==> config.mk <==
export PLATFORM = sky130hd
export DESIGN_NAME = sgrad_sobel
export DESIGN_NICKNAME = d
export VERILOG_FILES = /design/src/hw/rtl/sgrad_pkg.sv /design/src/hw/rtl/sgrad_sobel.sv
export SDC_FILE = /design/constraint.sdc
export NUM_CORES = 1
export LEC_CHECK = 0
export ABC_AREA = 1
export ABC_CLOCK_PERIOD_IN_PS = 4700
export BUFFER_PORTS_ARGS = -buffer_cell sky130_fd_sc_hd__buf_2
export CELL_PAD_IN_SITES_DETAIL_PLACEMENT = 0
export CELL_PAD_IN_SITES_GLOBAL_PLACEMENT = 1
export CORE_MARGIN = 2
export CORE_UTILIZATION = 37
export CTS_CLUSTER_DIAMETER = 40
export CTS_CLUSTER_SIZE = 10
export DETAILED_ROUTE_END_ITERATION = 10
export PLACE_DENSITY_LB_ADDON = 0.05
export SYNTH_ARGS = -nofsm -noshare
export SYNTH_HDL_FRONTEND = slang
export SYNTH_SLANG_ARGS = --single-unit
==> constraint.sdc <==
create_clock -name clk -period 4.7 [get_ports clk]
set_input_delay 0.235 -clock clk [delete_from_list [all_inputs] [get_ports clk]]
set_output_delay 0.235 -clock clk [all_outputs]
set_load 0.005 [all_outputs]
==> src/hw/rtl/sgrad_pkg.sv <==
// Shared types and constants for the two-channel Sobel gradient block.
package sgrad_pkg;

    localparam int MAX_WIDTH   = 1024;
    localparam int COL_BITS    = $clog2(MAX_WIDTH);
    localparam int SAMPLE_BITS = 16;
    localparam int OUT_BITS    = SAMPLE_BITS + 3;
    localparam int WIDTH_BITS  = 11;
    localparam int HEIGHT_BITS = 13;
    localparam int ROW_BITS    = HEIGHT_BITS + 1;
    localparam int DATA_BITS   = 32;
    localparam int ADDR_BITS   = 3;

    localparam logic [WIDTH_BITS-1:0]  WIDTH_RESET  = WIDTH_BITS'(640);
    localparam logic [HEIGHT_BITS-1:0] HEIGHT_RESET = HEIGHT_BITS'(480);

    typedef enum logic {
        REG_WIDTH  = 1'b0,
        REG_HEIGHT = 1'b1
    } reg_idx_t;

    typedef enum logic {
        OP_SAMPLE = 1'b0,
        OP_FLUSH  = 1'b1
    } opcode_t;

    typedef struct packed {
        logic signed [SAMPLE_BITS-1:0] u;
        logic signed [SAMPLE_BITS-1:0] v;
    } vec_t;

    // One window column, index 0 is the upper row.
    typedef vec_t [2:0] col_t;

    // Line store entry: previous row and the row before it at one column.
    typedef struct packed {
        vec_t newer;
        vec_t older;
    } line_pair_t;

    // Effective frame geometry and restart strobe from the register file.
    typedef struct packed {
        logic [WIDTH_BITS-1:0]  width;
        logic [HEIGHT_BITS-1:0] height;
        logic                   restart;
    } cfg_t;

    // Clamped 3x3 neighborhood of one pixel, ready for the gradient sums.
    typedef struct packed {
        logic last;
        col_t left;
        col_t mid;
        col_t right;
    } nbhd_t;

endpackage

==> src/hw/rtl/sgrad_sobel.sv <==
// Sobel x and y sums for both components into the result register.
module sgrad_sobel
    import sgrad_pkg::*;
(
    input  logic                       clk,
    input  logic                       rst_n,
    input  logic                       nb_valid,
    input  nbhd_t                      nb,
    output logic                       nb_ready,
    output logic                       out_valid,
    input  logic                       out_stall,
    output logic signed [OUT_BITS-1:0] grad_ux,
    output logic signed [OUT_BITS-1:0] grad_uy,
    output logic signed [OUT_BITS-1:0] grad_vx,
    output logic signed [OUT_BITS-1:0] grad_vy,
    output logic                       frame_end
);

    logic                       out_valid_reg;
    logic signed [OUT_BITS-1:0] ux_reg, ux_next;
    logic signed [OUT_BITS-1:0] uy_reg, uy_next;
    logic signed [OUT_BITS-1:0] vx_reg, vx_next;
    logic signed [OUT_BITS-1:0] vy_reg, vy_next;
    logic                       end_reg;

    function automatic logic signed [OUT_BITS-1:0] wsum(
        input logic signed [SAMPLE_BITS-1:0] a,
        input logic signed [SAMPLE_BITS-1:0] b,
        input logic signed [SAMPLE_BITS-1:0] c
    );
        logic signed [OUT_BITS-1:0] ea, eb, ec;
        ea = OUT_BITS'(a);
        eb = OUT_BITS'(b);
        ec = OUT_BITS'(c);
        return ea + (eb <<< 1) + ec;
    endfunction

    assign nb_ready = !out_valid_reg || !out_stall;

    always_comb
    begin
        ux_next = wsum(nb.right[0].u, nb.right[1].u, nb.right[2].u)
                - wsum(nb.left[0].u, nb.left[1].u, nb.left[2].u);
        uy_next = wsum(nb.left[2].u, nb.mid[2].u, nb.right[2].u)
                - wsum(nb.left[0].u, nb.mid[0].u, nb.right[0].u);
        vx_next = wsum(nb.right[0].v, nb.right[1].v, nb.right[2].v)
                - wsum(nb.left[0].v, nb.left[1].v, nb.left[2].v);
        vy_next = wsum(nb.left[2].v, nb.mid[2].v, nb.right[2].v)
                - wsum(nb.left[0].v, nb.mid[0].v, nb.right[0].v);
    end

    always_ff @(posedge clk or negedge rst_n)
    begin
        if (!rst_n)
        begin
            out_valid_reg <= 1'b0;
        end
        else if (nb_ready)
        begin
            out_valid_reg <= nb_valid;
        end
    end

    // Hold the result while the receiver stalls.
    always_ff @(posedge clk)
    begin
        if (nb_ready && nb_valid)
        begin
            ux_reg  <= ux_next;
            uy_reg  <= uy_next;
            vx_reg  <= vx_next;
            vy_reg  <= vy_next;
            end_reg <= nb.last;
        end
    end

    assign out_valid = out_valid_reg;
    assign grad_ux   = ux_reg;
    assign grad_uy   = uy_reg;
    assign grad_vx   = vx_reg;
    assign grad_vy   = vy_reg;
    assign frame_end = end_reg;

endmodule

==> results of run 1 <==
==> cells by family (layout without fill, tap and decap cells) <==
kind of cell             count (synthesis)  after routing  synth area share, %
XOR/XNOR                                44             44                 2.88
adder cells (fa/ha/maj)                348            348                 47.6
flip-flops                              78             78                 17.5
AND/OR/NAND/NOR                        414            414                 12.7
buffers and inverters                  561            919                 15.7
AO/OA/AOI/OAI                           93             93                 3.62
==> cell usage after synthesis <==
library cell	n	area [um2]
xnor2_1	17	149
nor2_1	57	214
nand3_1	48	240
inv_1	561	2110
nor3_1	9	45.0
a21oi_1	65	325
xor2_1	27	236
dfrtp_1	1	25.0
nand2_2	8	50.1
nand3_2	4	40.0
a21o_1	2	15.0
and2_1	7	43.8
nor2_2	1	6.26
o21ai_2	3	26.3
nand3b_1	1	7.51
o21bai_1	1	7.51
ha_1	80	1000
fa_1	268	5370
o21ai_0	22	110
nand2_1	279	1050
edfxtp_1	77	2310
==> through the flow <==
| step | setup WS (ps) | hold WS, ps |
|---|---|---|
| 6_report | 1370 | 73.1 |
| 5_1_grt | 1160 | 65.5 |
| 4_1_cts | 1360 | 57.6 |
| 3_5_place_dp | 999 | 10.7 |
| 3_3_place_gp | 1000 | 9.64 |
| 2_1_floorplan | 3.39 | -60.6 |
==> layout make-up <==
type,count,area [um2]
sequential,78,2340
fill,3645,19600
inverter,561,2110
timing repair buffer,342,1720
clock buffer,10,229
tap,461,577
clock inverter,6,37.5
multi-input combinational,899,8940
==> metal layers <==
layer | GRT usage (%) | vias to the layer above | wire [um]
met2 | 28.9 | 222 | 15000
met1 | 24.7 | 4777 | 14800
met3 | 3.20 | 6 | 1840
met5 | 0 | - | 0
met4 | 2.02 | 0 | 139
li1 | - | 5095 | -
==> where the power goes <==
group / internal (mW) / switching [mW]
clock: 0.357 / 0.315
combinational: 2.61 / 4.22
sequential: 1.44 / 0.0861
==> cells in the final DEF, fill, tap and decap left out, drive strengths merged, types with 2 or more instances in the layout <==
| cell type | instances |
|---|---|
| o21ai | 25 |
| buf | 341 |
| a21o | 2 |
| a21oi | 65 |
| nor2 | 58 |
| xnor2 | 17 |
| and2 | 7 |
| xor2 | 27 |
| ha | 80 |
| nor3 | 9 |
| inv | 562 |
| fa | 268 |
| clkinv | 4 |
| nand2 | 287 |
| clkbuf | 10 |
| edfxtp | 77 |
| nand3 | 52 |
==> critical path: stages <==
cell and delay, ps:
buf_2 110, inv_1 60, fa_1 540, inv_1 50, fa_1 350, inv_1 80, fa_1 410, inv_1 60
ha_1 230, inv_1 90, fa_1 470, o21ai_2 270, nand2_1 110, nand2_2 130, nand2_1 100, nand3_1 90
nand2_1 50
==> worst min-delay path by stage <==
stage                 start                    end  slack [ps]  depth (start not counted)
global route        nb[288]    frame_end$_DFFE_PP_          70                          1
floorplan             rst_n  out_valid$_DFFE_PN0N_         -60                          0
global placement      rst_n  out_valid$_DFFE_PN0N_          10                          1
CTS                 nb[288]    frame_end$_DFFE_PP_          60                          1
finish              nb[288]    frame_end$_DFFE_PP_          70                          1
detailed placement    rst_n  out_valid$_DFFE_PN0N_          10                          1
==> timing repair <==
action	4_1_cts	5_1_grt
hold endpoints to repair	1	0
hold buffers	1	0
gates resized for setup	0	0
setup endpoints to repair	0	0
==> out/metrics.yaml, run 1 <==
outcome: "completed"
numCtsBuffers: 9
yosysWarnings: 0
cp_max_fo: 4
fp-row-count: 69
dpl_cell_area_um2: 15700
synthesis.area_um2: 13400
drv_slew: 0
dr.first_iter.drc_count: 359
die_h_um: 194
grt_start_max_net_pins: 45
worstMarginPinSlew_ps: 672
fin_nets: 2532
finalSetupViolations: 0
gr-total-overflow: 0
fin_crit_sh_pct: 70.8
clockRootBuffer: "clkbuf_16"
ys_ff_latch: 78
ys_seq_area_share_pct: 17.5
fmax_mhz: 301
clock_sinks: 78
setup_tns_ps: 0
die_w_um: 194
grt_pass1_vias: 10600
ant_nets: 0
dp_hpwl_um: 29100
dr.pass1.iters: 7
cp-end-kind: "register"
num_antenna_cells: 0
p_total_mw: 9.03
route.vias.total: 10100
endpoint: "grad_vy[17]$_DFFE_PP_"
maxCapViolCount: 0
start_kind: "input pin"
grt_pass1_wl_um: 52700
fin_area_um2: 15900
syn-num-nets: 2179
num_io_pins: 372
critPathRequiredTime_ps: 4800
skew_ps: 13.3
fin_util_pct: 44.8
cp.arrival_ps: 3430
cts_buffer_depth: 2
coreArea_um2: 35600
drc: 0
globalplace.congestion: 0.823
peakVddDrop_mv: 0.201
synth.distinct_cells: 21
track_usage_pct: 17.5
die_area_um2: 37700
cts_tree: "done"
h-tree-depth: 3
p_leak_nw: 9.09
clkSlewWorstSetupHoldPaths_ps: 70
rr_endpoint: "grad_vy[15]$_DFFE_PP_"
slew_headroom_pct: 55.2
hold_viol_final: 0
synthCells: 1538
rr_startpoint: "out_valid$_DFFE_PN0N_"
cp-startpoint: "nb[64]"
avgViaCountPerCell: 4.29
layout.cells.non_filler: 2357
grt_antenna_before_repair: 0
drive_gt1_share_pct: 19.6
timing.reg2reg.setup_slack_ps: 3160
hold_class: "in -> reg"
totalWireLength_um: 31800
ff2ff_path_depth: 2
portBuffers: 339
period_needed_ps: 3330
synth_area_per_cell_um2: 8.69
routedWlPerCell_um: 13.5
areaGrowthSynthToFinish_pct: 19.3
rsz0062_at_grt: "no"
p_per_area_nw_per_um2: 566
path_class: "in -> reg"
dp_cells: 2340
post_cts_buffers: 0
clkLatencyLatePin_ps: 350
initial_core_util_pct: 37.6
Note: power is estimated with default switching activity, not from simulation.
==> inputs of run 2 (changes only) <==
- ABC_AREA: 1 -> 0
- ABC_CLOCK_PERIOD_IN_PS: 4700 -> 3300
- CORE_UTILIZATION: 37 -> 41
- clock period: 4.7 -> 3.3 ns (I/O delays scaled with it)
==> run 2 against run 1 <==
Net effect:
- the run now ends with negative setup slack left
- die area is 12% lower
- via count down 1.1%
- power grew 82%
- cell count fell by 5.9%
- setup slack worse by 1500 ps
- register-to-register slack got worse by 1600 ps
- synthesized cell count decreased by 17%
- utilization up 12 points
- design area up 12%
- non-clock buffer count rose by 189
- routed wire length decreased by 7.5%
- flip-flop and latch count stayed put
- critical endpoint is now grad_ux[13]$_DFFE_PP_
- largest power group unchanged
==> out/metrics.yaml, run 2 <==
fin_crit_sh_pct: 104
p_comb_share_pct: 80.1
fin_nets: 2453
power.switching_mw: 6.92
clkSlewWorstSetupHoldPaths_ps: 70
finalSetupViolations: 9
cp_max_fo: 2
path_common_cell: "fa_1"
clockRootBuffer: "clkbuf_16"
rr_endpoint: "grad_vx[11]$_DFFE_PP_"
outcome: "complete, but fails checks"
min_path_cells: 2
ff2ff_path_depth: 3
rr_startpoint: "out_valid$_DFFE_PN0N_"
die_h_um: 182
synthesis.area_um2: 12900
gr-total-overflow: 0
async_reset_ff_share_pct: 1.28
portBuffers: 339
coreArea_um2: 31300
routedWlPerCell_um: 13.3
worstMarginPinSlew_ps: 625
die_w_um: 182
p_leak_nw: 9.27
violations: "negative setup slack"
p_seq_share_pct: 13.5
ant_nets: 0
synth_mux_area_share_pct: 0.706
cp_slowest_stage_delay_ps: 520
grt_start_max_net_pins: 43
grt_antenna_before_repair: 0
synthTopCellsByArea: "fa_1 41%, edfxtp_1 18%, inv_1 14%"
synth_xor_area_share_pct: 4.27
syn-num-nets: 1921
timing.reg2reg.setup_slack_ps: 1590
cp-startpoint: "nb[22]"
cp-end-kind: "register"
totalWireLength_um: 29500
num_antenna_cells: 0
layout_commonest_cell: "inv_1"
fp-row-count: 65
synth_fa_ha_area_share_pct: 49.2
fin_util_pct: 56.8
clkLatencyLatePin_ps: 350
path_class: "in -> reg"
num_io_pins: 372
cts_tree: "done"
critPathRequiredTime_ps: 3400
fmax_mhz: 291
areaGrowthSynthToFinish_pct: 37.6
setup_ws_ps: -139
synth.distinct_cells: 58
grt_pass1_wl_um: 49700
track_usage_pct: 18.7
clock_sinks: 78
synthTopCellsByCount: "470 x inv_1, 268 x fa_1, 80 x ha_1"
critPathSlowestCell: "fa_1"
path_cells: "buf_8 > inv_12 > fa_1 > inv_1 > fa_1 > inv_1 > fa_1 > inv_2 > ha_4 > a21o_1 > or2_1 > o211a_1 > or2_4 > o31a_1 > o31a_1"
n_fill_cell: 2889
grt_pass1_vias: 10700
p_per_area_nw_per_um2: 925
setup_tns_ps: -510
p_int_mw: 9.53
cts_buffer_depth: 2
start_kind: "input pin"
synthSimpleGateAreaFrac_pct: 5.25
synth.top_cell.area_share_pct: 41.5
synth_top_family_by_area: "adder cells"
die_area_um2: 33000
yosysWarnings: 0
dr.pass1.iters: 5
mostFrequentLayoutCells: "422 x inv_1, 322 x buf_2, 258 x fa_1"
cp.arrival_ps: 3540
hold_viol_final: 0
avgViaCountPerCell: 4.50
globalplace.congestion: 0.808
path_buf_inv: 5
route.vias.total: 9993
synth_compound_area_share_pct: 8.53
rsz0062_at_grt: "yes"
skew_ps: 11.1
peakVddDrop_mv: 0.389
yosysMostFrequentCell: "inv_1"
pwr-share-clk_pct: 6.4
slew_headroom_pct: 58.3
maxCapViolCount: 0
p_sw_share_pct: 42.1
drv_slew: 0
h-tree-depth: 3
period_needed_ps: 3440
ys_seq_area_share_pct: 18.1
hold_class: "in -> reg"
ys_ff_latch: 78
numCtsBuffers: 9
synth_area_per_cell_um2: 10.1
drive_gt1_share_pct: 38.1
endpoint: "grad_ux[13]$_DFFE_PP_"
synthCells: 1280
synth_largest_area_cell: "fa_1"
synth_edf_count: 77
pre_cts_ws_ps: -562
path_depth: 15
initial_core_util_pct: 41.3
dp_hpwl_um: 26400
p_total_mw: 16.4
drc: 0
cpLargestDelayFamily: "adder cells"
synth-main-ff-cell: "edfxtp_1"
dr.first_iter.drc_count: 276
-- run 2: cell types whose count changed in the layout (fill, tap and decap cells not counted), moves of 12 or more --
cell,previous run,this run
nand2_1,279,30
buf_4,2,181
inv_1,561,422
inv_2,0,40
nand3_1,48,10
a21oi_1,64,33
xnor2_1,17,46
ha_1,80,52
ha_4,0,23
a21o_1,2,24
buf_6,0,21
nor2_1,57,37
buf_2,339,322
xor2_1,27,15
-- run 2: logic make-up after synthesis --
logic type               Yosys count
adder cells (fa/ha/maj)          348
XOR/XNOR                          63
AND/OR/NAND/NOR                  138
AO/OA/AOI/OAI                    164
multiplexers                       9
buffers and inverters            480
flip-flops                        78
-- run 2: power groups by stage --
stage / sequential [mW] / clock (mW) / combinational, mW
after detailed placement: 2.24 / 0 / 12.1
final: 2.22 / 1.05 / 13.2
after CTS: 2.23 / 1.09 / 12.7
after global placement: 2.23 / 0 / 12.0
after floorplan: 2.31 / 0 / 7.51
after global routing: 2.28 / 1.11 / 14.7
-- run 2: how the worst min path moves through the flow --
stage,to,startpoint
5_1_grt,out_valid$_DFFE_PN0N_,nb_valid
6_report,out_valid$_DFFE_PN0N_,nb_valid
3_5_place_dp,out_valid$_DFFE_PN0N_,rst_n
2_1_floorplan,out_valid$_DFFE_PN0N_,rst_n
4_1_cts,out_valid$_DFFE_PN0N_,nb_valid
3_3_place_gp,out_valid$_DFFE_PN0N_,rst_n
-- run 2: repair_timing --
item,4_1_cts,5_1_grt
endpoints found under the hold margin,2,0
setup endpoints to repair,28,34
buffers inserted,7,6
hold buffers,2,0
gates resized for setup,44,89
pin swaps,43,58
-- run 2: final cells by class --
| class | instances | area, um2 | area share, % |
|---|---|---|---|
| clock inverters | 7 | 80.1 | 0.450 |
| repair buffers | 531 | 3310 | 18.6 |
| multi-input cells | 722 | 9520 | 53.5 |
| clock buffers | 9 | 225 | 1.27 |
| inverters | 470 | 1810 | 10.2 |
| flip-flops and latches | 78 | 2340 | 13.1 |
| well taps | 402 | 503 | 2.83 |
-- run 2: through the flow --
stage | instances | hold WS, ps | cell area, um2
2_1_floorplan | 1280 | -131 | 13300
3_3_place_gp | 2192 | -60.5 | 16800
3_5_place_dp | 2192 | -55.8 | 16800
4_1_cts | 2217 | 24.6 | 17400
5_1_grt | 2219 | 51.7 | 17800
6_report | 2219 | 32.4 | 17800
-- run 2: metal layers --
layer	track usage, %	routed length (um)	up-vias
li1	-	-	4910
met1	24.3	12500	4865
met2	33.0	15100	201
met3	3.41	1520	17
met4	3.58	362	0
met5	0	0	-
==> inputs of run 3 (changes only) <==
- SETUP_SLACK_MARGIN: default -> 0.05
==> run 3 against run 2 <==
Net effect:
- global-route usage is 0.35 points higher
- power increased by 5.0%
- register-to-register slack lost 20 ps
- critical path type unchanged
- largest cell class unchanged
- the flow still finishes with violations (negative setup slack)
==> out/metrics.yaml, run 3 (synthesis results as in run 2) <==
num_antenna_cells: 0
regArea_um2: 2340
fin_crit_sh_pct: 105
drv_slew: 0
ff2ff_path_depth: 3
num_io_pins: 372
rr_startpoint: "out_valid$_DFFE_PN0N_"
peakVddDrop_mv: 0.409
grt_start_max_net_pins: 45
areaGrowthSynthToFinish_pct: 40.4
portBuffers: 339
layout_commonest_cell: "inv_1"
mostFrequentLayoutCells: "415 x inv_1, 319 x buf_2, 257 x fa_1"
totalWireLength_um: 30100
globalplace.congestion: 0.809
p_leak_nw: 9.41
grt_pass1_vias: 10800
clkLatencyLatePin_ps: 340
avgViaCountPerCell: 4.50
cp_max_fo: 2
fp-row-count: 65
slew_headroom_pct: 56.3
drive_gt1_share_pct: 40.2
start_kind: "input pin"
cp-end-kind: "register"
timing.reg2reg.setup_slack_ps: 1570
clock_sinks: 78
dpl_cell_area_um2: 16900
fin_area_um2: 18200
clkSlewWorstSetupHoldPaths_ps: 70
finalSetupViolations: 6
n_fill_cell: 2832
rr_endpoint: "grad_vy[9]$_DFFE_PP_"
die_w_um: 182
p_per_area_nw_per_um2: 951
hold_viol_final: 0
route.vias.total: 10100
grt_antenna_before_repair: 0
ant_nets: 0
pre_cts_ws_ps: -595
outcome: "complete, but fails checks"
hold_class: "in -> reg"
clockRootBuffer: "clkbuf_16"
gr-total-overflow: 0
cts_buffer_depth: 2
dr.first_iter.drc_count: 271
drc: 0
die_h_um: 182
coreArea_um2: 31300
setup_ws_ps: -157
maxCapViolCount: 0
cp.arrival_ps: 3560
h-tree-depth: 3
path_class: "in -> reg"
dr.pass1.iters: 4
cp-startpoint: "nb[22]"
hold_start: "nb_valid"
routedWlPerCell_um: 13.4
initial_core_util_pct: 41.3
setup_tns_ps: -439
fin_util_pct: 58.0
dp_hpwl_um: 26400
cts_tree: "done"
fin_nets: 2477
die_area_um2: 33000
rsz0062_at_grt: "yes"
violations: "negative setup slack"
skew_ps: 10.1
grt_pass1_wl_um: 50600
period_needed_ps: 3460
track_usage_pct: 19.0
numCtsBuffers: 9
fmax_mhz: 289
multiInputGateArea_um2: 9630
worstMarginPinSlew_ps: 655
endpoint: "grad_ux[13]$_DFFE_PP_"
critPathRequiredTime_ps: 3400
==> run 3: cell types whose count changed in the layout (fill, tap and decap cells not counted), sizes merged <==
cell	previous run	this run
clkbuf	9	12
bufinv	1	2
clkinvlp	1	2
inv	473	469
clkinv	2	1
buf	529	553
==> run 3: what timing repair did <==
item,CTS,global route
resized for setup,85,82
hold buffers,2,0
hold endpoints to repair,2,0
pin swaps,71,64
cloned,0,0
buffers inserted,12,12
endpoints found under the setup margin,30,35
==> run 3: cell type report <==
| cell class | instances | area share [%] |
|---|---|---|
| inverters | 470 | 10.1 |
| well taps | 402 | 2.77 |
| clock inverters | 4 | 0.427 |
| clock buffers | 12 | 1.41 |
| repair buffers | 555 | 19.4 |
| multi-input cells | 722 | 53.0 |
| flip-flops and latches | 78 | 12.9 |
==> run 3: layer usage <==
layer	GRT usage, %	wire, um	vias up
met5	0	0	-
met4	3.32	378	0
met3	3.87	1730	25
met2	34.1	15600	203
met1	24.2	12400	4900
li1	-	-	4957
==> run 3: how the worst min path moves through the flow <==
stage | endpoint | slack (ps) | cells past startpoint
final | out_valid$_DFFE_PN0N_ | 20 | 2
after global placement | out_valid$_DFFE_PN0N_ | -60 | 1
after detailed placement | out_valid$_DFFE_PN0N_ | -60 | 1
after global routing | out_valid$_DFFE_PN0N_ | 20 | 2
after CTS | out_valid$_DFFE_PN0N_ | 9 | 2
after floorplan | out_valid$_DFFE_PN0N_ | -130 | 0
==> run 3: critical path, stage by stage <==
cell     delay [ps]
buf_8            90
inv_12           30
fa_1            520
inv_1            50
fa_1            530
inv_1            50
fa_1            490
inv_2            40
ha_4            200
a21o_1          160
or2_1           250
o211a_4         260
or2_4           240
o31a_1          240
o31a_1          230
==> run 3: stage by stage <==
step	hold WS (ps)	power, mW	cells
3_3_place_gp	-60.8	14.4	2201
3_5_place_dp	-57.9	14.5	2201
5_1_grt	23.3	19.0	2243
6_report	21.8	17.3	2243
4_1_cts	8.65	16.5	2231
2_1_floorplan	-131	9.91	1280
==> run 3: where the power goes <==
| part | internal [mW] | switching [mW] | total [mW] | leakage [nW] |
|---|---|---|---|---|
| logic | 7.29 | 6.61 | 13.9 | 8.50 |
| registers | 2.10 | 0.120 | 2.22 | 0.743 |
| clock network | 0.709 | 0.431 | 1.14 | 0.163 |
